## src/sv/stfr_pkg.sv

```systemverilog
package stfr_pkg;

    // block sizing
    localparam int NUM_CHANNELS = 8;
    localparam int PACKET_BYTES = 14;
    localparam int STORE_DEPTH  = 32;

    // derived widths
    localparam int NUM_PAIRS = (NUM_CHANNELS + 1) / 2;
    localparam int CHAN_TOP  = 3 * NUM_PAIRS + 1;
    localparam int LAST_IDX  = (CHAN_TOP > PACKET_BYTES)
                             ? ((CHAN_TOP > STORE_DEPTH) ? CHAN_TOP : STORE_DEPTH)
                             : ((PACKET_BYTES > STORE_DEPTH) ? PACKET_BYTES : STORE_DEPTH);
    localparam int IDX_W   = $clog2(LAST_IDX + 1);
    localparam int ADDR_W  = $clog2(STORE_DEPTH);
    localparam int FILL_W  = $clog2(STORE_DEPTH + 1);
    localparam int CH_W    = $clog2(NUM_CHANNELS);
    localparam int PADDR_W = 4;

    // channel decode
    localparam logic [12:0] CHAN_OFFSET = 13'd1500;

    // register map (word index) and reset values
    localparam logic [1:0] REG_DELIM  = 2'd0;
    localparam logic [1:0] REG_ESCAPE = 2'd1;
    localparam logic [1:0] REG_MASK   = 2'd2;
    localparam logic [1:0] REG_FTYPE  = 2'd3;

    localparam logic [7:0] RST_DELIM  = 8'd126;
    localparam logic [7:0] RST_ESCAPE = 8'd125;
    localparam logic [7:0] RST_MASK   = 8'd32;
    localparam logic [7:0] RST_FTYPE  = 8'd128;

    // byte receiver states
    typedef enum logic [1:0] {
        P_IDLE     = 2'd0,
        P_START    = 2'd1,
        P_IN_FRAME = 2'd2,
        P_ESCAPE   = 2'd3
    } t_parse;

    // sequencer states
    typedef enum logic [2:0] {
        S_WAIT,
        S_TEST,
        S_CHECK,
        S_DECIDE,
        S_LOAD,
        S_EVEN,
        S_ODD
    } t_ctrl_state;

    typedef struct packed {
        logic [7:0] delim;
        logic [7:0] escape;
        logic [7:0] mask;
        logic [7:0] ftype;
    } t_cfg;

    typedef struct packed {
        logic             step;
        logic             rd_en;
        logic [IDX_W-1:0] rd_addr;
        logic             chk_first;
        logic             chk_acc;
        logic             chk_last;
        logic             ld_b0;
        logic             ld_b1;
        logic             ld_b2;
        logic             odd;
    } t_cmd;

    typedef struct packed {
        logic need_check;
        logic frame_ok;
    } t_stat;

endpackage

```

## src/sv/stfr_dp.sv

```systemverilog
module stfr_dp (
    input  logic                 i_clk,
    input  logic                 i_rst_n,
    input  stfr_pkg::t_cfg       i_cfg,
    input  stfr_pkg::t_cmd       i_cmd,
    input  logic [7:0]           i_rx_byte,
    output stfr_pkg::t_stat      o_stat,
    output logic signed [12:0]   o_channel_value
);
    import stfr_pkg::*;

    t_parse            r_parse, n_parse;
    logic [FILL_W-1:0] r_fill, n_fill;
    logic [7:0]        mem [STORE_DEPTH];
    logic              wr_req, wr_en;
    logic [7:0]        wr_data;
    logic [7:0]        r_rd_data;
    logic              r_rd_zero;
    logic [7:0]        rd_byte;
    logic [7:0]        r_xor;
    logic              r_type_ok;
    logic              r_ok;
    logic [7:0]        r_b0, r_b1, r_b2;
    logic [11:0]       raw;

    // byte receiver: next state, fill count and store write
    always_comb begin
        n_parse = r_parse;
        n_fill  = r_fill;
        wr_req  = 1'b0;
        wr_en   = 1'b0;
        wr_data = i_rx_byte;
        if (i_cmd.step) begin
            case (r_parse)
                P_START: begin
                    if (i_rx_byte == i_cfg.delim) begin
                        n_parse = P_IN_FRAME;
                        n_fill  = '0;
                    end else begin
                        wr_req = 1'b1;
                    end
                end
                P_IN_FRAME: begin
                    if (i_rx_byte == i_cfg.escape) begin
                        n_parse = P_ESCAPE;
                    end else if (i_rx_byte == i_cfg.delim) begin
                        n_fill = '0;
                    end else begin
                        wr_req = 1'b1;
                    end
                end
                P_ESCAPE: begin
                    if (i_rx_byte == (i_cfg.escape ^ i_cfg.mask) ||
                        i_rx_byte == (i_cfg.delim ^ i_cfg.mask)) begin
                        wr_req  = 1'b1;
                        wr_data = i_rx_byte ^ i_cfg.mask;
                        n_parse = P_IN_FRAME;
                    end else if (i_rx_byte == i_cfg.delim) begin
                        n_fill  = '0;
                        n_parse = P_IN_FRAME;
                    end else begin
                        n_parse = P_START;
                    end
                end
                default: begin
                    if (i_rx_byte == i_cfg.delim) begin
                        n_fill  = '0;
                        n_parse = P_START;
                    end else begin
                        wr_req = 1'b1;
                    end
                end
            endcase
            if (wr_req && (r_fill < FILL_W'(STORE_DEPTH))) begin
                wr_en  = 1'b1;
                n_fill = r_fill + 1'b1;
            end
            // a complete packet sends the receiver back to idle
            if (32'(n_fill) >= 32'(PACKET_BYTES)) begin
                n_parse = P_IDLE;
            end
        end
    end

    always_ff @(posedge i_clk) begin
        if (!i_rst_n) begin
            r_parse <= P_IDLE;
            r_fill  <= '0;
        end else begin
            r_parse <= n_parse;
            r_fill  <= n_fill;
        end
    end

    // frame store write port
    always_ff @(posedge i_clk) begin
        if (wr_en) begin
            mem[r_fill[ADDR_W-1:0]] <= wr_data;
        end
    end

    // frame store read port, indexes past the store read as zero
    always_ff @(posedge i_clk) begin
        if (i_cmd.rd_en) begin
            r_rd_data <= mem[i_cmd.rd_addr[ADDR_W-1:0]];
            r_rd_zero <= (i_cmd.rd_addr >= IDX_W'(STORE_DEPTH));
        end
    end

    assign rd_byte = r_rd_zero ? 8'h00 : r_rd_data;

    // xor walk and frame type check
    always_ff @(posedge i_clk) begin
        if (!i_rst_n) begin
            r_ok <= 1'b0;
        end else if (i_cmd.chk_last) begin
            r_ok <= r_type_ok && (r_xor == rd_byte);
        end
    end

    always_ff @(posedge i_clk) begin
        if (i_cmd.chk_first) begin
            r_xor     <= rd_byte;
            r_type_ok <= (rd_byte == i_cfg.ftype);
        end else if (i_cmd.chk_acc) begin
            r_xor <= r_xor ^ rd_byte;
        end
    end

    // channel pair bytes
    always_ff @(posedge i_clk) begin
        if (i_cmd.ld_b0) r_b0 <= rd_byte;
        if (i_cmd.ld_b1) r_b1 <= rd_byte;
        if (i_cmd.ld_b2) r_b2 <= rd_byte;
    end

    // channel unpack and offset
    assign raw = i_cmd.odd ? {r_b2[3:0], r_b1[3:0], r_b2[7:4]}
                           : {r_b1[7:4], r_b0};
    assign o_channel_value = signed'({1'b0, raw} - CHAN_OFFSET);

    assign o_stat.need_check = (32'(r_fill) >= 32'(PACKET_BYTES));
    assign o_stat.frame_ok   = r_ok;

    // fill count never passes the store depth
    a_fill_bound: assert property (@(posedge i_clk) disable iff (!i_rst_n)
        r_fill <= FILL_W'(STORE_DEPTH))
        else $error("fill count beyond store depth");

    // a full packet always leaves the receiver idle
    a_full_idle: assert property (@(posedge i_clk) disable iff (!i_rst_n)
        (32'(r_fill) >= 32'(PACKET_BYTES)) |-> (r_parse == P_IDLE))
        else $error("receiver not idle with full packet");

endmodule

```

## src/sv/stfr_ctrl.sv

```systemverilog
module stfr_ctrl (
    input  logic              i_clk,
    input  logic              i_rst_n,
    input  logic              i_valid,
    output logic              o_ready,
    output logic              o_valid,
    input  logic              i_ready,
    input  stfr_pkg::t_stat   i_stat,
    output stfr_pkg::t_cmd    o_cmd,
    output logic [2:0]        o_channel_index,
    output logic              o_last_channel
);
    import stfr_pkg::*;

    t_ctrl_state      r_state, n_state;
    logic [IDX_W-1:0] r_idx, n_idx;
    logic [1:0]       r_sub, n_sub;
    logic [CH_W-1:0]  r_ch, n_ch;
    logic             last_ch;

    assign last_ch = (r_ch == CH_W'(NUM_CHANNELS - 1));

    always_ff @(posedge i_clk) begin
        if (!i_rst_n) begin
            r_state <= S_WAIT;
            r_idx   <= '0;
            r_sub   <= '0;
            r_ch    <= '0;
        end else begin
            r_state <= n_state;
            r_idx   <= n_idx;
            r_sub   <= n_sub;
            r_ch    <= n_ch;
        end
    end

    // next state and commands
    always_comb begin
        n_state = r_state;
        n_idx   = r_idx;
        n_sub   = r_sub;
        n_ch    = r_ch;
        o_cmd   = '0;
        o_cmd.rd_addr = r_idx;
        o_ready = 1'b0;
        o_valid = 1'b0;
        case (r_state)
            S_WAIT: begin
                o_ready    = 1'b1;
                o_cmd.step = i_valid;
                if (i_valid) begin
                    n_state = S_TEST;
                end
            end
            S_TEST: begin
                n_idx = '0;
                if (i_stat.need_check) begin
                    n_state = S_CHECK;
                end else begin
                    n_state = S_WAIT;
                end
            end
            S_CHECK: begin
                // read byte r_idx, work on byte r_idx-1
                o_cmd.rd_en     = (r_idx < IDX_W'(PACKET_BYTES));
                o_cmd.chk_first = (r_idx == IDX_W'(1));
                o_cmd.chk_acc   = (r_idx > IDX_W'(1)) && (r_idx < IDX_W'(PACKET_BYTES));
                o_cmd.chk_last  = (r_idx == IDX_W'(PACKET_BYTES));
                n_idx = r_idx + 1'b1;
                if (r_idx == IDX_W'(PACKET_BYTES)) begin
                    n_state = S_DECIDE;
                end
            end
            S_DECIDE: begin
                n_idx = IDX_W'(1);
                n_sub = '0;
                n_ch  = '0;
                if (i_stat.frame_ok) begin
                    n_state = S_LOAD;
                end else begin
                    n_state = S_WAIT;
                end
            end
            S_LOAD: begin
                // three reads of one channel pair, each captured in the cycle after its read
                o_cmd.rd_en = (r_sub != 2'd3);
                o_cmd.ld_b0 = (r_sub == 2'd1);
                o_cmd.ld_b1 = (r_sub == 2'd2);
                o_cmd.ld_b2 = (r_sub == 2'd3);
                n_sub = r_sub + 1'b1;
                if (r_sub != 2'd3) begin
                    n_idx = r_idx + 1'b1;
                end else begin
                    n_state = S_EVEN;
                end
            end
            S_EVEN: begin
                o_valid = 1'b1;
                if (i_ready) begin
                    if (last_ch) begin
                        n_state = S_WAIT;
                    end else begin
                        n_ch    = r_ch + 1'b1;
                        n_state = S_ODD;
                    end
                end
            end
            S_ODD: begin
                o_valid   = 1'b1;
                o_cmd.odd = 1'b1;
                if (i_ready) begin
                    if (last_ch) begin
                        n_state = S_WAIT;
                    end else begin
                        n_ch    = r_ch + 1'b1;
                        n_sub   = '0;
                        n_state = S_LOAD;
                    end
                end
            end
            default: begin
                n_state = S_WAIT;
            end
        endcase
    end

    assign o_channel_index = 3'(r_ch);
    assign o_last_channel  = last_ch;

    // never take a byte while a channel word is pending
    a_no_overlap: assert property (@(posedge i_clk) disable iff (!i_rst_n)
        !(o_ready && o_valid))
        else $error("input and output both open");

    // the last channel word hands control back to the byte receiver
    a_last_done: assert property (@(posedge i_clk) disable iff (!i_rst_n)
        (o_valid && i_ready && o_last_channel) |=> o_ready)
        else $error("not ready after last channel");

    // every emitted word follows a passed check
    a_emit_ok: assert property (@(posedge i_clk) disable iff (!i_rst_n)
        o_valid |-> i_stat.frame_ok)
        else $error("channel word without passed check");

endmodule

```

## src/sv/stuffed_trainer_frame_receiver.sv

```systemverilog
// Trainer frame receiver: takes raw link bytes, strips delimiter and escape
// stuffing, and stores frame bytes; once the fill count reaches the packet
// size it walks the store to check the xor sum and the frame type byte, and
// on a good frame sends the channel words in channel order, each decoded
// 12-bit value minus 1500. A byte that completes no packet goes through the
// wait and test states. A byte that completes one also starts the check walk
// through the single store read port, and a good frame then adds the store
// reads of each channel pair and one output word per channel, longer if the
// output stalls. Bytes are taken again after the last word.
// The fill count is not cleared by a check, so further non-delimiter bytes
// in idle check and resend the same frame. Registers: delimiter at 0x0,
// escape at 0x4, stuff mask at 0x8, frame type at 0xc, low 8 bits used.
module stuffed_trainer_frame_receiver (
    input  logic                           i_clk,
    input  logic                           i_rst_n,
    input  logic                           psel,
    input  logic                           penable,
    input  logic                           pwrite,
    input  logic [stfr_pkg::PADDR_W-1:0]   paddr,
    input  logic [31:0]                    pwdata,
    output logic [31:0]                    prdata,
    output logic                           pready,
    input  logic                           i_valid,
    output logic                           o_ready,
    input  logic [7:0]                     i_rx_byte,
    output logic                           o_valid,
    input  logic                           i_ready,
    output logic [2:0]                     o_channel_index,
    output logic signed [12:0]             o_channel_value,
    output logic                           o_last_channel
);
    import stfr_pkg::*;

    t_cfg       r_cfg;
    t_cmd       cmd;
    t_stat      stat;
    logic       wr_go;
    logic [1:0] reg_sel;

    assign pready  = 1'b1;
    assign wr_go   = psel && penable && pwrite;
    assign reg_sel = paddr[PADDR_W-1:2];

    // configuration registers
    always_ff @(posedge i_clk) begin
        if (!i_rst_n) begin
            r_cfg.delim  <= RST_DELIM;
            r_cfg.escape <= RST_ESCAPE;
            r_cfg.mask   <= RST_MASK;
            r_cfg.ftype  <= RST_FTYPE;
        end else if (wr_go) begin
            case (reg_sel)
                REG_DELIM:  r_cfg.delim  <= pwdata[7:0];
                REG_ESCAPE: r_cfg.escape <= pwdata[7:0];
                REG_MASK:   r_cfg.mask   <= pwdata[7:0];
                REG_FTYPE:  r_cfg.ftype  <= pwdata[7:0];
                default:    r_cfg        <= r_cfg;
            endcase
        end
    end

    // register readback
    always_comb begin
        case (reg_sel)
            REG_DELIM:  prdata = 32'(r_cfg.delim);
            REG_ESCAPE: prdata = 32'(r_cfg.escape);
            REG_MASK:   prdata = 32'(r_cfg.mask);
            REG_FTYPE:  prdata = 32'(r_cfg.ftype);
            default:    prdata = '0;
        endcase
    end

    stfr_ctrl u_ctrl (
        .i_clk           (i_clk),
        .i_rst_n         (i_rst_n),
        .i_valid         (i_valid),
        .o_ready         (o_ready),
        .o_valid         (o_valid),
        .i_ready         (i_ready),
        .i_stat          (stat),
        .o_cmd           (cmd),
        .o_channel_index (o_channel_index),
        .o_last_channel  (o_last_channel)
    );

    stfr_dp u_dp (
        .i_clk           (i_clk),
        .i_rst_n         (i_rst_n),
        .i_cfg           (r_cfg),
        .i_cmd           (cmd),
        .i_rx_byte       (i_rx_byte),
        .o_stat          (stat),
        .o_channel_value (o_channel_value)
    );

endmodule
```

## config.mk

```make
export PLATFORM = sky130hd
export DESIGN_NAME = stuffed_trainer_frame_receiver
export DESIGN_NICKNAME = d
export VERILOG_FILES = /design/src/sv/stfr_pkg.sv /design/src/sv/stfr_dp.sv /design/src/sv/stfr_ctrl.sv /design/src/sv/stuffed_trainer_frame_receiver.sv
export SDC_FILE = /design/constraint.sdc
export NUM_CORES = 1
export LEC_CHECK = 0
export ABC_AREA = 1
export BUFFER_PORTS_ARGS = -buffer_cell sky130_fd_sc_hd__buf_2
export CAP_MARGIN = 20
export CORE_MARGIN = 1
export CORE_UTILIZATION = 36
export DETAILED_ROUTE_END_ITERATION = 8
export PLACE_DENSITY = 0.51
export SLEW_MARGIN = 25
export SYNTH_ARGS = -nofsm -noshare
export SYNTH_HDL_FRONTEND = slang
export SYNTH_SLANG_ARGS = --single-unit
export TNS_END_PERCENT = 30
```

## constraint.sdc

```tcl
create_clock -name i_clk -period 2.9 [get_ports i_clk]
set_input_delay 0 -clock i_clk [delete_from_list [all_inputs] [get_ports i_clk]]
set_output_delay 0 -clock i_clk [all_outputs]
set_load 0.1 [all_outputs]
```

==> run_summary.xml, run 1 <==
<?xml version="1.0" encoding="UTF-8"?>
<metrics>
  <group name="sta">
    <metric name="timing.final.crit_share" unit="%">95.0</metric>
    <metric name="fmax" unit="MHz">363</metric>
    <metric name="relative_slew_margins" unit="%">32.2</metric>
    <metric name="hold_viol" unit="">0</metric>
    <metric name="worst_slew_pin_slew" unit="ps">992</metric>
    <metric name="report.final.slew_viol_count" unit="">0</metric>
    <metric name="period_minus_slack" unit="ps">2760</metric>
    <metric name="fin_setup_tns" unit="ps">0</metric>
    <metric name="report.final.setup_viol" unit="">0</metric>
    <metric name="whs" unit="ps">143</metric>
    <metric name="final.setup_skew" unit="ps">15.1</metric>
  </group>
  <group name="yosys">
    <metric name="synth-seq-area-share" unit="%">63.8</metric>
    <metric name="cell_area_after_technology_mapping" unit="mm²">0.0158</metric>
    <metric name="synth_enable_flop_cells" unit="">298</metric>
    <metric name="synth_warnings" unit="">0</metric>
    <metric name="dominant_combinational_cell_family_by_area_after_synthesis" unit="">simple AND/OR/NAND/NOR gates</metric>
    <metric name="synth_xor_area_share" unit="%">1.83</metric>
    <metric name="synth_seq_cells" unit="">353</metric>
    <metric name="synth.distinct_cells" unit="">53</metric>
    <metric name="simple_logic_cell_fraction_of_the_synthesized_area" unit="%">15.1</metric>
    <metric name="synth_mux_area_share" unit="%">0.127</metric>
    <metric name="number_of_standard_cells_after_synthesis" unit="">1536</metric>
    <metric name="synth_ff_type" unit="">edfxtp_1</metric>
    <metric name="post_synthesis_compound_gate_area_fraction" unit="%">12.4</metric>
    <metric name="syn_avg_cell_area" unit="µm²">10.3</metric>
    <metric name="postSynth.asyncResetShare" unit="%">0</metric>
    <metric name="synth_fa_ha_area_share" unit="%">1.11</metric>
  </group>
  <group name="global_routing">
    <metric name="grt_pass1_vias" unit="">10900</metric>
    <metric name="number_of_antenna_violations_at_the_first_check_in_global_routing" unit="">0</metric>
    <metric name="grt_pass1_wl" unit="mm">64.4</metric>
    <metric name="track_usage" unit="%">19.2</metric>
    <metric name="global_route.overflow_total" unit="">0</metric>
    <metric name="pin_count_of_the_biggest_net_entering_global_routing" unit="">69</metric>
  </group>
  <group name="route">
    <metric name="antenna_left" unit="">0</metric>
    <metric name="drt_wl_total" unit="mm">42.1</metric>
    <metric name="first_pass_iters" unit="">5</metric>
    <metric name="routed_via_density" unit="">5.02</metric>
    <metric name="detail_route.iter0.violations" unit="">955</metric>
    <metric name="wl_per_cell" unit="µm">18.5</metric>
    <metric name="route.detailed.drc" unit="">0</metric>
    <metric name="dr_total_vias" unit="">11400</metric>
  </group>
  <group name="clocking">
    <metric name="path_clk_slew" unit="ps">60</metric>
    <metric name="cts-root-buf" unit="">clkbuf_16</metric>
    <metric name="cts_buffers" unit="">41</metric>
    <metric name="clock_tree.htree_level_count" unit="">2</metric>
    <metric name="clk-insertion-delay-late" unit="ps">560</metric>
    <metric name="cts_tree" unit="">done</metric>
    <metric name="cts_buffer_depth" unit="">3</metric>
    <metric name="cts.sinks" unit="">353</metric>
  </group>
  <group name="worst_hold_path">
    <metric name="hp-start" unit="">paddr[2]</metric>
    <metric name="worstHoldPathType" unit="">in -&gt; reg</metric>
    <metric name="hold_end" unit="">r_cfg[13]</metric>
    <metric name="count_of_cells_along_the_worst_hold_path" unit="">6</metric>
  </group>
  <group name="floorplan">
    <metric name="io_pins" unit="">103</metric>
    <metric name="initial_core_util" unit="%">36.6</metric>
    <metric name="design.die.area" unit="mm²">0.0446</metric>
    <metric name="dieWidth" unit="µm">211</metric>
    <metric name="die-height" unit="µm">211</metric>
    <metric name="floorplan.rows" unit="">76</metric>
    <metric name="placeableCoreArea" unit="mm²">0.0431</metric>
  </group>
  <group name="setup_path">
    <metric name="worstPathArrival" unit="ps">2760</metric>
    <metric name="crit_path_end_kind" unit="">primary output</metric>
    <metric name="endpoint_of_the_most_critical_register_to_register_path" unit="">u_dp.mem[11][1]</metric>
    <metric name="crit_type" unit="">reg -&gt; out</metric>
    <metric name="critical_path_required" unit="ps">2900</metric>
    <metric name="critical_path_peak_fanout" unit="">6</metric>
    <metric name="r2r_cells" unit="">16</metric>
    <metric name="ff2ff_setup_slack" unit="ps">280</metric>
    <metric name="setup.worst_path.start_class" unit="">flip-flop</metric>
    <metric name="regToRegStartpoint" unit="">r_cfg[30]</metric>
  </group>
  <group name="final_layout">
    <metric name="fin_cells" unit="">2278</metric>
    <metric name="antenna_cells" unit="">0</metric>
    <metric name="drive_gt1_share" unit="%">14.7</metric>
    <metric name="design_area" unit="mm²">0.0189</metric>
    <metric name="layout.nets" unit="">1726</metric>
    <metric name="syn2layout_area_growth" unit="%">20.1</metric>
    <metric name="fill_cells" unit="">4101</metric>
  </group>
  <group name="placed_design">
    <metric name="placedInstanceArea" unit="mm²">0.0172</metric>
    <metric name="cell_count_post_placement" unit="">2179</metric>
    <metric name="detailedPlacementHpwl" unit="mm">27.0</metric>
    <metric name="gp_congestion" unit="">0.872</metric>
    <metric name="io_buffer_count" unit="">51</metric>
  </group>
  <group name="power">
    <metric name="total_power" unit="mW">12.6</metric>
    <metric name="total_leakage_power" unit="nW">7.02</metric>
    <metric name="max-vdd-ir-drop" unit="V">0.000505</metric>
    <metric name="powerDensity" unit="mW/mm²">667</metric>
  </group>
  <group name="flow_run">
    <metric name="cap_viol_max_count" unit="">0</metric>
  </group>
  <group name="run_status">
    <metric name="status" unit="">complete, no violations</metric>
  </group>
</metrics>
cells in the mapped netlist (19+ instances only):
cell,count,area (µm²)
xor2_1,22,193
o22ai_1,53,332
o21ai_0,183,916
o211ai_1,19,143
buf_4,26,195
nand2_1,269,1010
dfxtp_1,55,1100
a21oi_1,47,235
inv_1,105,394
edfxtp_1,298,8950
clkbuf_1,57,214
nand3_1,49,245
nor2_1,228,856
flip-flops by register name (all words and copies together) (netlist names):
register and flops:
u_dp.r_b1 8, u_dp.r_rd_data 8, u_dp.r_type_ok 1, u_dp.mem 256, u_dp.r_xor 8, u_dp.r_rd_zero 1, u_ctrl.r_idx 6, u_ctrl.o_channel_index 3
r_cfg 32, u_ctrl.r_state 3, u_dp.r_b2 8, u_dp.r_parse 2, u_ctrl.r_sub 2, u_dp.r_fill 6, u_dp.r_b0 8, u_dp.r_ok 1
layout by cell type (no fill, tap or decap), types with 4 or more instances in the layout:
master         count
a211oi_1           5
a21oi_1           46
a221oi_1           6
a31oi_1            6
a41oi_1            4
buf_12             8
buf_2             47
buf_4             71
bufinv_16          7
clkbuf_1           9
clkbuf_16         42
clkinv_2           7
conb_1            25
dfxtp_1           50
dlygate4sd3_1     22
edfxtp_1         298
ha_1              13
inv_1            103
inv_2              7
nand2_1          266
nand2_2           10
nand3_1           47
nand4_1            5
nor2_1           228
nor3_1             6
nor3b_1            5
o211ai_1          19
o21ai_0          181
o221ai_1           4
o22ai_1           53
xnor2_1           11
xor2_1             8
xor2_2            13
cell type report:
type | count | area, µm² | area share (%)
Multi-Input combinational cell | 1002 | 5110 | 27.0
Timing Repair Buffer | 150 | 1170 | 6.19
Inverter | 113 | 430 | 2.27
Sequential cell | 353 | 10100 | 53.1
Tap cell | 585 | 732 | 3.87
Clock buffer | 53 | 1110 | 5.88
Clock inverter | 22 | 313 | 1.65
how the worst max path moves through the flow:
stage	cells after the start	slack, ps	start	end
final	14	140	u_ctrl.r_state[0]	o_channel_value[10]
after global routing	14	-4	u_ctrl.r_state[0]	o_channel_value[10]
after floorplan	11	7	u_ctrl.r_state[1]	o_channel_value[10]
after CTS	14	20	u_ctrl.r_state[1]	o_channel_value[11]
after global placement	16	250	r_cfg[30]	u_dp.mem[27][1]
after detailed placement	13	230	u_ctrl.r_state[1]	o_channel_value[10]
routing by layer:
layer  wire length, µm  up-vias  track usage (%)  share of wire, %
met1             19100     5513             25.9                45
met2             19900      283             31.4                47
met3              1810       74             2.87               4.3
li1                  -     5556                -                 -
met4              1260        0             7.15               3.0
met5                 0        -                0                 0
cells by family after synthesis:
kind of cell    count (synthesis)
compound gates                342
xor+xnor                       33
fa+ha+maj                      14
buf+inv                       204
flops                         353
mux                             2
other cells                     2
simple gates                  586
where the power goes:
group / switching (mW) / internal [mW] / leakage (nW) / total (mW)
logic: 1.13 / 0.403 / 3.20 / 1.53
clock network: 2.10 / 3.35 / 0.688 / 5.45
registers: 0.0526 / 5.59 / 3.14 / 5.64
per-stage QoR:
stage / util, % / worst slack, ps
final: 43.9 / 144
after global routing: 43.9 / -4.46
after CTS: 43.8 / 21.6
after detailed placement: 39.9 / 230
after global placement: 39.9 / 245
after floorplan: - / 7.39
repair_timing:
| action | 4_1_cts | 5_1_grt |
|---|---|---|
| endpoints found under the setup margin | 4 | 62 |
| cloned | 0 | 0 |
| gates resized for setup | 5 | 16 |
| endpoints found under the hold margin | 43 | 0 |
| hold buffers | 22 | 0 |
| setup buffers | 0 | 2 |
| pin swaps | 0 | 5 |
worst max-delay path, stage by stage, from the launching register on:
cell and delay [ps]:
dfxtp_2 340, inv_2 60, nand2_1 70, nor2_2 170
buf_6 140, or2_2 120, o21ai_4 50, inv_1 90
ha_2 220, nand2_1 70, nand2_2 120, nand3_4 110
o21ai_4 250, xor2_4 180, buf_12 190
Note: power is estimated with default switching activity, not from simulation.
==> run 2: changes to the inputs <==
CTS_CLUSTER_DIAMETER = 40   (was not set)
clock period = 2.8 ns   (was 2.9 ns; I/O delays follow)
==> run_summary.xml, run 2 (synthesis results as in run 1) <==
<?xml version="1.0" encoding="UTF-8"?>
<metrics>
  <group name="setup_path">
    <metric name="crit_path_end_kind" unit="">primary output</metric>
    <metric name="crit_type" unit="">reg -&gt; out</metric>
    <metric name="critical_path_peak_fanout" unit="">7</metric>
    <metric name="setup.worst_path.start_class" unit="">flip-flop</metric>
    <metric name="critical_path_required" unit="ps">2800</metric>
    <metric name="worstPathArrival" unit="ps">2710</metric>
  </group>
  <group name="final_layout">
    <metric name="core_util_final" unit="%">45.6</metric>
    <metric name="layout.nets" unit="">1741</metric>
    <metric name="drive_gt1_share" unit="%">17.0</metric>
    <metric name="area_of_combinational_cells_with_multiple_inputs" unit="mm²">0.00513</metric>
    <metric name="sequential_cell_area" unit="mm²">0.0101</metric>
    <metric name="layout_common_cells" unit="">298 x edfxtp_1, 266 x nand2_1, 227 x nor2_1</metric>
    <metric name="antenna_cells" unit="">0</metric>
    <metric name="syn2layout_area_growth" unit="%">24.6</metric>
    <metric name="final_common_cell" unit="">edfxtp_1</metric>
    <metric name="fill_cells" unit="">4011</metric>
    <metric name="largest_reg_flops" unit="">256</metric>
  </group>
  <group name="sta">
    <metric name="report.final.setup_viol" unit="">0</metric>
    <metric name="timing.final.crit_share" unit="%">96.9</metric>
    <metric name="fmax" unit="MHz">368</metric>
    <metric name="period_minus_slack" unit="ps">2710</metric>
    <metric name="worst_slew_pin_slew" unit="ps">757</metric>
    <metric name="relative_slew_margins" unit="%">49.3</metric>
    <metric name="rsz0062_at_grt" unit="">yes</metric>
    <metric name="report.final.slew_viol_count" unit="">0</metric>
    <metric name="final.setup_skew" unit="ps">26.6</metric>
    <metric name="whs" unit="ps">100</metric>
    <metric name="hold_viol" unit="">0</metric>
  </group>
  <group name="power">
    <metric name="total_leakage_power" unit="nW">7.37</metric>
    <metric name="powerDensity" unit="mW/mm²">765</metric>
    <metric name="max-vdd-ir-drop" unit="V">0.000473</metric>
    <metric name="total_power" unit="mW">15.0</metric>
  </group>
  <group name="global_routing">
    <metric name="grt_pass1_wl" unit="mm">65.0</metric>
    <metric name="track_usage" unit="%">19.4</metric>
    <metric name="pin_count_of_the_biggest_net_entering_global_routing" unit="">78</metric>
    <metric name="number_of_antenna_violations_at_the_first_check_in_global_routing" unit="">0</metric>
    <metric name="grt_pass1_vias" unit="">11100</metric>
    <metric name="global_route.overflow_total" unit="">0</metric>
  </group>
  <group name="floorplan">
    <metric name="design.die.area" unit="mm²">0.0446</metric>
    <metric name="io_pins" unit="">103</metric>
    <metric name="dieWidth" unit="µm">211</metric>
    <metric name="die-height" unit="µm">211</metric>
    <metric name="floorplan.rows" unit="">76</metric>
    <metric name="placeableCoreArea" unit="mm²">0.0431</metric>
    <metric name="initial_core_util" unit="%">36.6</metric>
  </group>
  <group name="clocking">
    <metric name="cts_buffer_depth" unit="">3</metric>
    <metric name="clk-insertion-delay-late" unit="ps">600</metric>
    <metric name="cts_buffers" unit="">58</metric>
    <metric name="post-cts-setup-buffer-count" unit="">0</metric>
    <metric name="cts_tree" unit="">done</metric>
    <metric name="path_clk_slew" unit="ps">50</metric>
    <metric name="cts-root-buf" unit="">clkbuf_16</metric>
    <metric name="clock_tree.htree_level_count" unit="">2</metric>
    <metric name="cts.sinks" unit="">353</metric>
  </group>
  <group name="route">
    <metric name="wl_per_cell" unit="µm">18.5</metric>
    <metric name="drt_wl_total" unit="mm">42.7</metric>
    <metric name="first_pass_iters" unit="">5</metric>
    <metric name="routed_via_density" unit="">5.01</metric>
    <metric name="antenna_left" unit="">0</metric>
    <metric name="dr_total_vias" unit="">11600</metric>
    <metric name="detail_route.iter0.violations" unit="">851</metric>
    <metric name="route.detailed.drc" unit="">0</metric>
  </group>
  <group name="flow_run">
    <metric name="cap_viol_max_count" unit="">0</metric>
  </group>
  <group name="run_status">
    <metric name="status" unit="">complete, no violations</metric>
  </group>
  <group name="placed_design">
    <metric name="io_buffer_count" unit="">51</metric>
    <metric name="gp_congestion" unit="">0.881</metric>
    <metric name="detailedPlacementHpwl" unit="mm">27.4</metric>
  </group>
  <group name="worst_hold_path">
    <metric name="worstHoldPathType" unit="">in -&gt; reg</metric>
  </group>
</metrics>
run 2: final timing paths:
path	to	slack [ps]	depth (start not counted)	startpoint
setup / recovery	o_channel_value[10]	90	12	u_ctrl.r_state[1]
hold / removal	r_cfg[22]	100	5	pwrite
setup reg to reg	u_dp.mem[28][0]	310	17	r_cfg[30]
hold reg to reg	u_dp.r_rd_zero	460	0	u_ctrl.r_idx[5]
run 2: repair_timing:
item                                    in CTS  in global routing
hold buffers                                17                  0
endpoints found under the hold margin       46                  0
pin swaps                                    2                  3
gates resized for setup                     10                 11
cloned                                       0                  0
endpoints found under the setup margin       4                 87
run 2: cell type report:
| class | instances | share of cell area (%) |
|---|---|---|
| multi-input cells | 1002 | 26.1 |
| repair buffers | 148 | 6.07 |
| flip-flops and latches | 353 | 51.2 |
| clock inverters | 46 | 3.02 |
| inverters | 113 | 2.19 |
| well taps | 585 | 3.73 |
| clock buffers | 62 | 7.63 |
run 2: through the flow:
step | TNS, ps | cell area [µm²] | cells | setup WS [ps]
floorplan | -204 | 15900 | 1559 | -84.0
global placement | 0 | 17300 | 2184 | 215
detailed placement | 0 | 17300 | 2184 | 219
CTS | -6.37 | 19600 | 2309 | -6.37
global route | -130 | 19600 | 2309 | -78.0
finish | 0 | 19600 | 2309 | 85.9
run 2: routing by layer:
layer  track usage [%]  vias up  share of wire, %
met5                 0        -                 0
met4              7.52        0               3.0
met3              2.99       82               5.1
met2              31.3      333                47
met1              26.1     5547                45
li1                  -     5598                 -
run 2: report_power, final:
group	total [mW]	switching, mW	internal (mW)	leakage (nW)
logic	1.61	1.19	0.419	3.23
registers	5.84	0.0534	5.79	3.13
clock network	7.57	2.71	4.86	1.00
total	15.0	3.95	11.1	7.37
run 2: critical path: stages (launching register included):
cell     delay (ps)
dfxtp_2         390
nand2_1         120
nor2_4          160
or2_2           160
o21ai_4          50
inv_1            90
ha_2            220
nand2_1          80
nand2_2         110
nand3_4         100
o21ai_4         270
xor2_4          190
buf_12          190
==> run 3: changes to the inputs <==
CORE_ASPECT_RATIO = 1.4   (was not set)
==> run_summary.xml, run 3 (synthesis results as in run 1) <==
<?xml version="1.0" encoding="UTF-8"?>
<metrics>
  <group name="run_status">
    <metric name="status" unit="">complete, no violations</metric>
  </group>
  <group name="power">
    <metric name="netSwitchingFraction" unit="%">27.2</metric>
    <metric name="net-switching-power" unit="mW">3.52</metric>
    <metric name="total_power" unit="mW">13.0</metric>
    <metric name="clock_power_share" unit="%">42.4</metric>
    <metric name="max-vdd-ir-drop" unit="V">0.000355</metric>
    <metric name="total_leakage_power" unit="nW">7.02</metric>
    <metric name="power.share.sequential" unit="%">45.0</metric>
    <metric name="powerDensity" unit="mW/mm²">689</metric>
    <metric name="portion_of_total_power_attributed_to_combinational_logic" unit="%">12.6</metric>
    <metric name="power_report.internal_total" unit="mW">9.43</metric>
  </group>
  <group name="setup_path">
    <metric name="r2r_cells" unit="">10</metric>
    <metric name="critical_path_peak_fanout" unit="">7</metric>
    <metric name="timing.critical_path.cells" unit="">nand2_2 -&gt; nor2_4 -&gt; buf_6 -&gt; or2_2 -&gt; o21ai_4 -&gt; inv_2 -&gt; ha_4 -&gt; nand2_1 -&gt; nand2_2 -&gt; nand3_2 -&gt; o21ai_1 -&gt; buf_4 -&gt; xor2_4 -&gt; buf_12</metric>
    <metric name="worst_path_most_repeated_cell" unit="">nand2_2</metric>
    <metric name="worstPathBufferInverterCount" unit="">4</metric>
    <metric name="timing.critical_path.slowest_cell_delay" unit="ps">370</metric>
    <metric name="endpoint_of_the_most_critical_register_to_register_path" unit="">u_dp.mem[23][6]</metric>
    <metric name="cpLargestDelayFamily" unit="">simple AND/OR/NAND/NOR gates</metric>
    <metric name="worstPathArrival" unit="ps">2670</metric>
    <metric name="crit_type" unit="">reg -&gt; out</metric>
    <metric name="ff2ff_setup_slack" unit="ps">310</metric>
    <metric name="regToRegStartpoint" unit="">u_ctrl.r_state[0]</metric>
    <metric name="crit_path_end_kind" unit="">primary output</metric>
    <metric name="critical_path_required" unit="ps">2800</metric>
    <metric name="setup.worst_path.start_class" unit="">flip-flop</metric>
    <metric name="crit_path_top_delay_cell" unit="">dfxtp_4</metric>
  </group>
  <group name="floorplan">
    <metric name="floorplan.rows" unit="">90</metric>
    <metric name="die-height" unit="µm">250</metric>
    <metric name="initial_core_util" unit="%">36.5</metric>
    <metric name="placeableCoreArea" unit="mm²">0.0431</metric>
    <metric name="design.die.area" unit="mm²">0.0446</metric>
    <metric name="io_pins" unit="">103</metric>
    <metric name="dieWidth" unit="µm">179</metric>
  </group>
  <group name="clocking">
    <metric name="clk-insertion-delay-late" unit="ps">560</metric>
    <metric name="cts_buffers" unit="">42</metric>
    <metric name="cts_buffer_depth" unit="">3</metric>
    <metric name="cts_tree" unit="">done</metric>
    <metric name="cts.sinks" unit="">353</metric>
    <metric name="cts-root-buf" unit="">clkbuf_16</metric>
    <metric name="clock_tree.htree_level_count" unit="">2</metric>
    <metric name="path_clk_slew" unit="ps">50</metric>
  </group>
  <group name="worst_hold_path">
    <metric name="hp-start" unit="">penable</metric>
    <metric name="count_of_cells_along_the_worst_hold_path" unit="">5</metric>
    <metric name="hold_end" unit="">r_cfg[13]</metric>
    <metric name="worstHoldPathType" unit="">in -&gt; reg</metric>
  </group>
  <group name="sta">
    <metric name="hold_viol" unit="">0</metric>
    <metric name="report.final.setup_viol" unit="">0</metric>
    <metric name="period_minus_slack" unit="ps">2670</metric>
    <metric name="final.setup_skew" unit="ps">32.1</metric>
    <metric name="report.final.slew_viol_count" unit="">0</metric>
    <metric name="whs" unit="ps">70.9</metric>
    <metric name="timing.final.crit_share" unit="%">95.4</metric>
    <metric name="fmax" unit="MHz">374</metric>
    <metric name="worst_slew_pin_slew" unit="ps">750</metric>
    <metric name="relative_slew_margins" unit="%">49.8</metric>
  </group>
  <group name="flow_run">
    <metric name="cap_viol_max_count" unit="">0</metric>
  </group>
  <group name="route">
    <metric name="drt_wl_total" unit="mm">42.2</metric>
    <metric name="wl_per_cell" unit="µm">18.8</metric>
    <metric name="antenna_left" unit="">0</metric>
    <metric name="route.detailed.drc" unit="">0</metric>
    <metric name="dr_total_vias" unit="">11300</metric>
    <metric name="routed_via_density" unit="">5.05</metric>
    <metric name="detail_route.iter0.violations" unit="">753</metric>
    <metric name="first_pass_iters" unit="">5</metric>
  </group>
  <group name="final_layout">
    <metric name="largest_reg_flops" unit="">256</metric>
    <metric name="area_of_combinational_cells_with_multiple_inputs" unit="mm²">0.00511</metric>
    <metric name="final_common_cell" unit="">edfxtp_1</metric>
    <metric name="sequential_cell_area" unit="mm²">0.0101</metric>
    <metric name="layout_common_cells" unit="">298 x edfxtp_1, 264 x nand2_1, 227 x nor2_1</metric>
    <metric name="drive_gt1_share" unit="%">15.3</metric>
    <metric name="core_util_final" unit="%">43.6</metric>
    <metric name="syn2layout_area_growth" unit="%">19.4</metric>
    <metric name="fill_cells" unit="">4087</metric>
    <metric name="layout.nets" unit="">1722</metric>
    <metric name="antenna_cells" unit="">0</metric>
  </group>
  <group name="placed_design">
    <metric name="detailedPlacementHpwl" unit="mm">28.1</metric>
    <metric name="io_buffer_count" unit="">51</metric>
    <metric name="gp_congestion" unit="">0.888</metric>
  </group>
  <group name="global_routing">
    <metric name="pin_count_of_the_biggest_net_entering_global_routing" unit="">133</metric>
    <metric name="track_usage" unit="%">19.1</metric>
    <metric name="grt_pass1_vias" unit="">10800</metric>
    <metric name="grt_pass1_wl" unit="mm">63.6</metric>
    <metric name="global_route.overflow_total" unit="">0</metric>
    <metric name="number_of_antenna_violations_at_the_first_check_in_global_routing" unit="">0</metric>
  </group>
</metrics>
-- run 3: how the worst max path moves through the flow --
stage,startpoint,depth (start not counted),slack (ps),end
2_1_floorplan,u_ctrl.r_state[1],10,-80,o_channel_value[8]
3_3_place_gp,r_cfg[20],17,350,u_dp.mem[15][0]
3_5_place_dp,u_ctrl.r_state[0],15,350,o_channel_value[10]
4_1_cts,u_ctrl.r_state[1],14,20,o_channel_value[10]
5_1_grt,u_ctrl.r_state[1],15,-10,o_channel_value[11]
6_report,u_ctrl.r_state[1],14,130,o_channel_value[10]
-- run 3: what timing repair did --
action,4_1_cts,5_1_grt
endpoints found under the hold margin,46,0
gates resized for setup,8,14
setup buffers,2,2
hold buffers,11,0
setup endpoints to repair,4,10
pin swaps,1,3
-- run 3: power by group through the flow --
stage / Sequential (mW) / Clock (mW) / Combinational [mW]
4_1_cts: 5.83 / 5.59 / 1.65
3_5_place_dp: 5.94 / 0 / 1.63
3_3_place_gp: 5.94 / 0 / 1.62
2_1_floorplan: 5.93 / 0 / 1.08
6_report: 5.83 / 5.49 / 1.64
5_1_grt: 5.83 / 5.78 / 1.78
-- run 3: area by class of cell --
type,count,share of cell area (%)
sequential,353,53.5
multi-input combinational,1002,27.2
timing repair buffer,145,5.93
clock buffer,51,5.77
tap,552,3.67
inverter,113,2.29
clock inverter,27,1.68
-- run 3: worst register-to-register path: cells and delay by family (launching register included) --
kind	cells	cell delay, ps
flip-flops	1	320
AND/OR/NAND/NOR	5	860
buffers and inverters	4	870
XOR/XNOR	1	130
-- run 3: metal layers --
layer / GRT usage, % / vias to the layer above / wire (µm)
met5: 0 / - / 0
met4: 8.69 / 0 / 1750
met3: 2.06 / 80 / 1480
met2: 34.3 / 261 / 21900
met1: 22.5 / 5441 / 17100
li1: - / 5538 / -
-- run 3: metrics by stage --
step	TNS (ps)	cell area (µm²)	std cells	setup WS, ps
2_1_floorplan	-204	15900	1559	-84.0
3_3_place_gp	0	17200	2150	346
3_5_place_dp	0	17200	2150	353
4_1_cts	0	18700	2241	17.6
5_1_grt	-14.7	18800	2243	-13.7
6_report	0	18800	2243	128
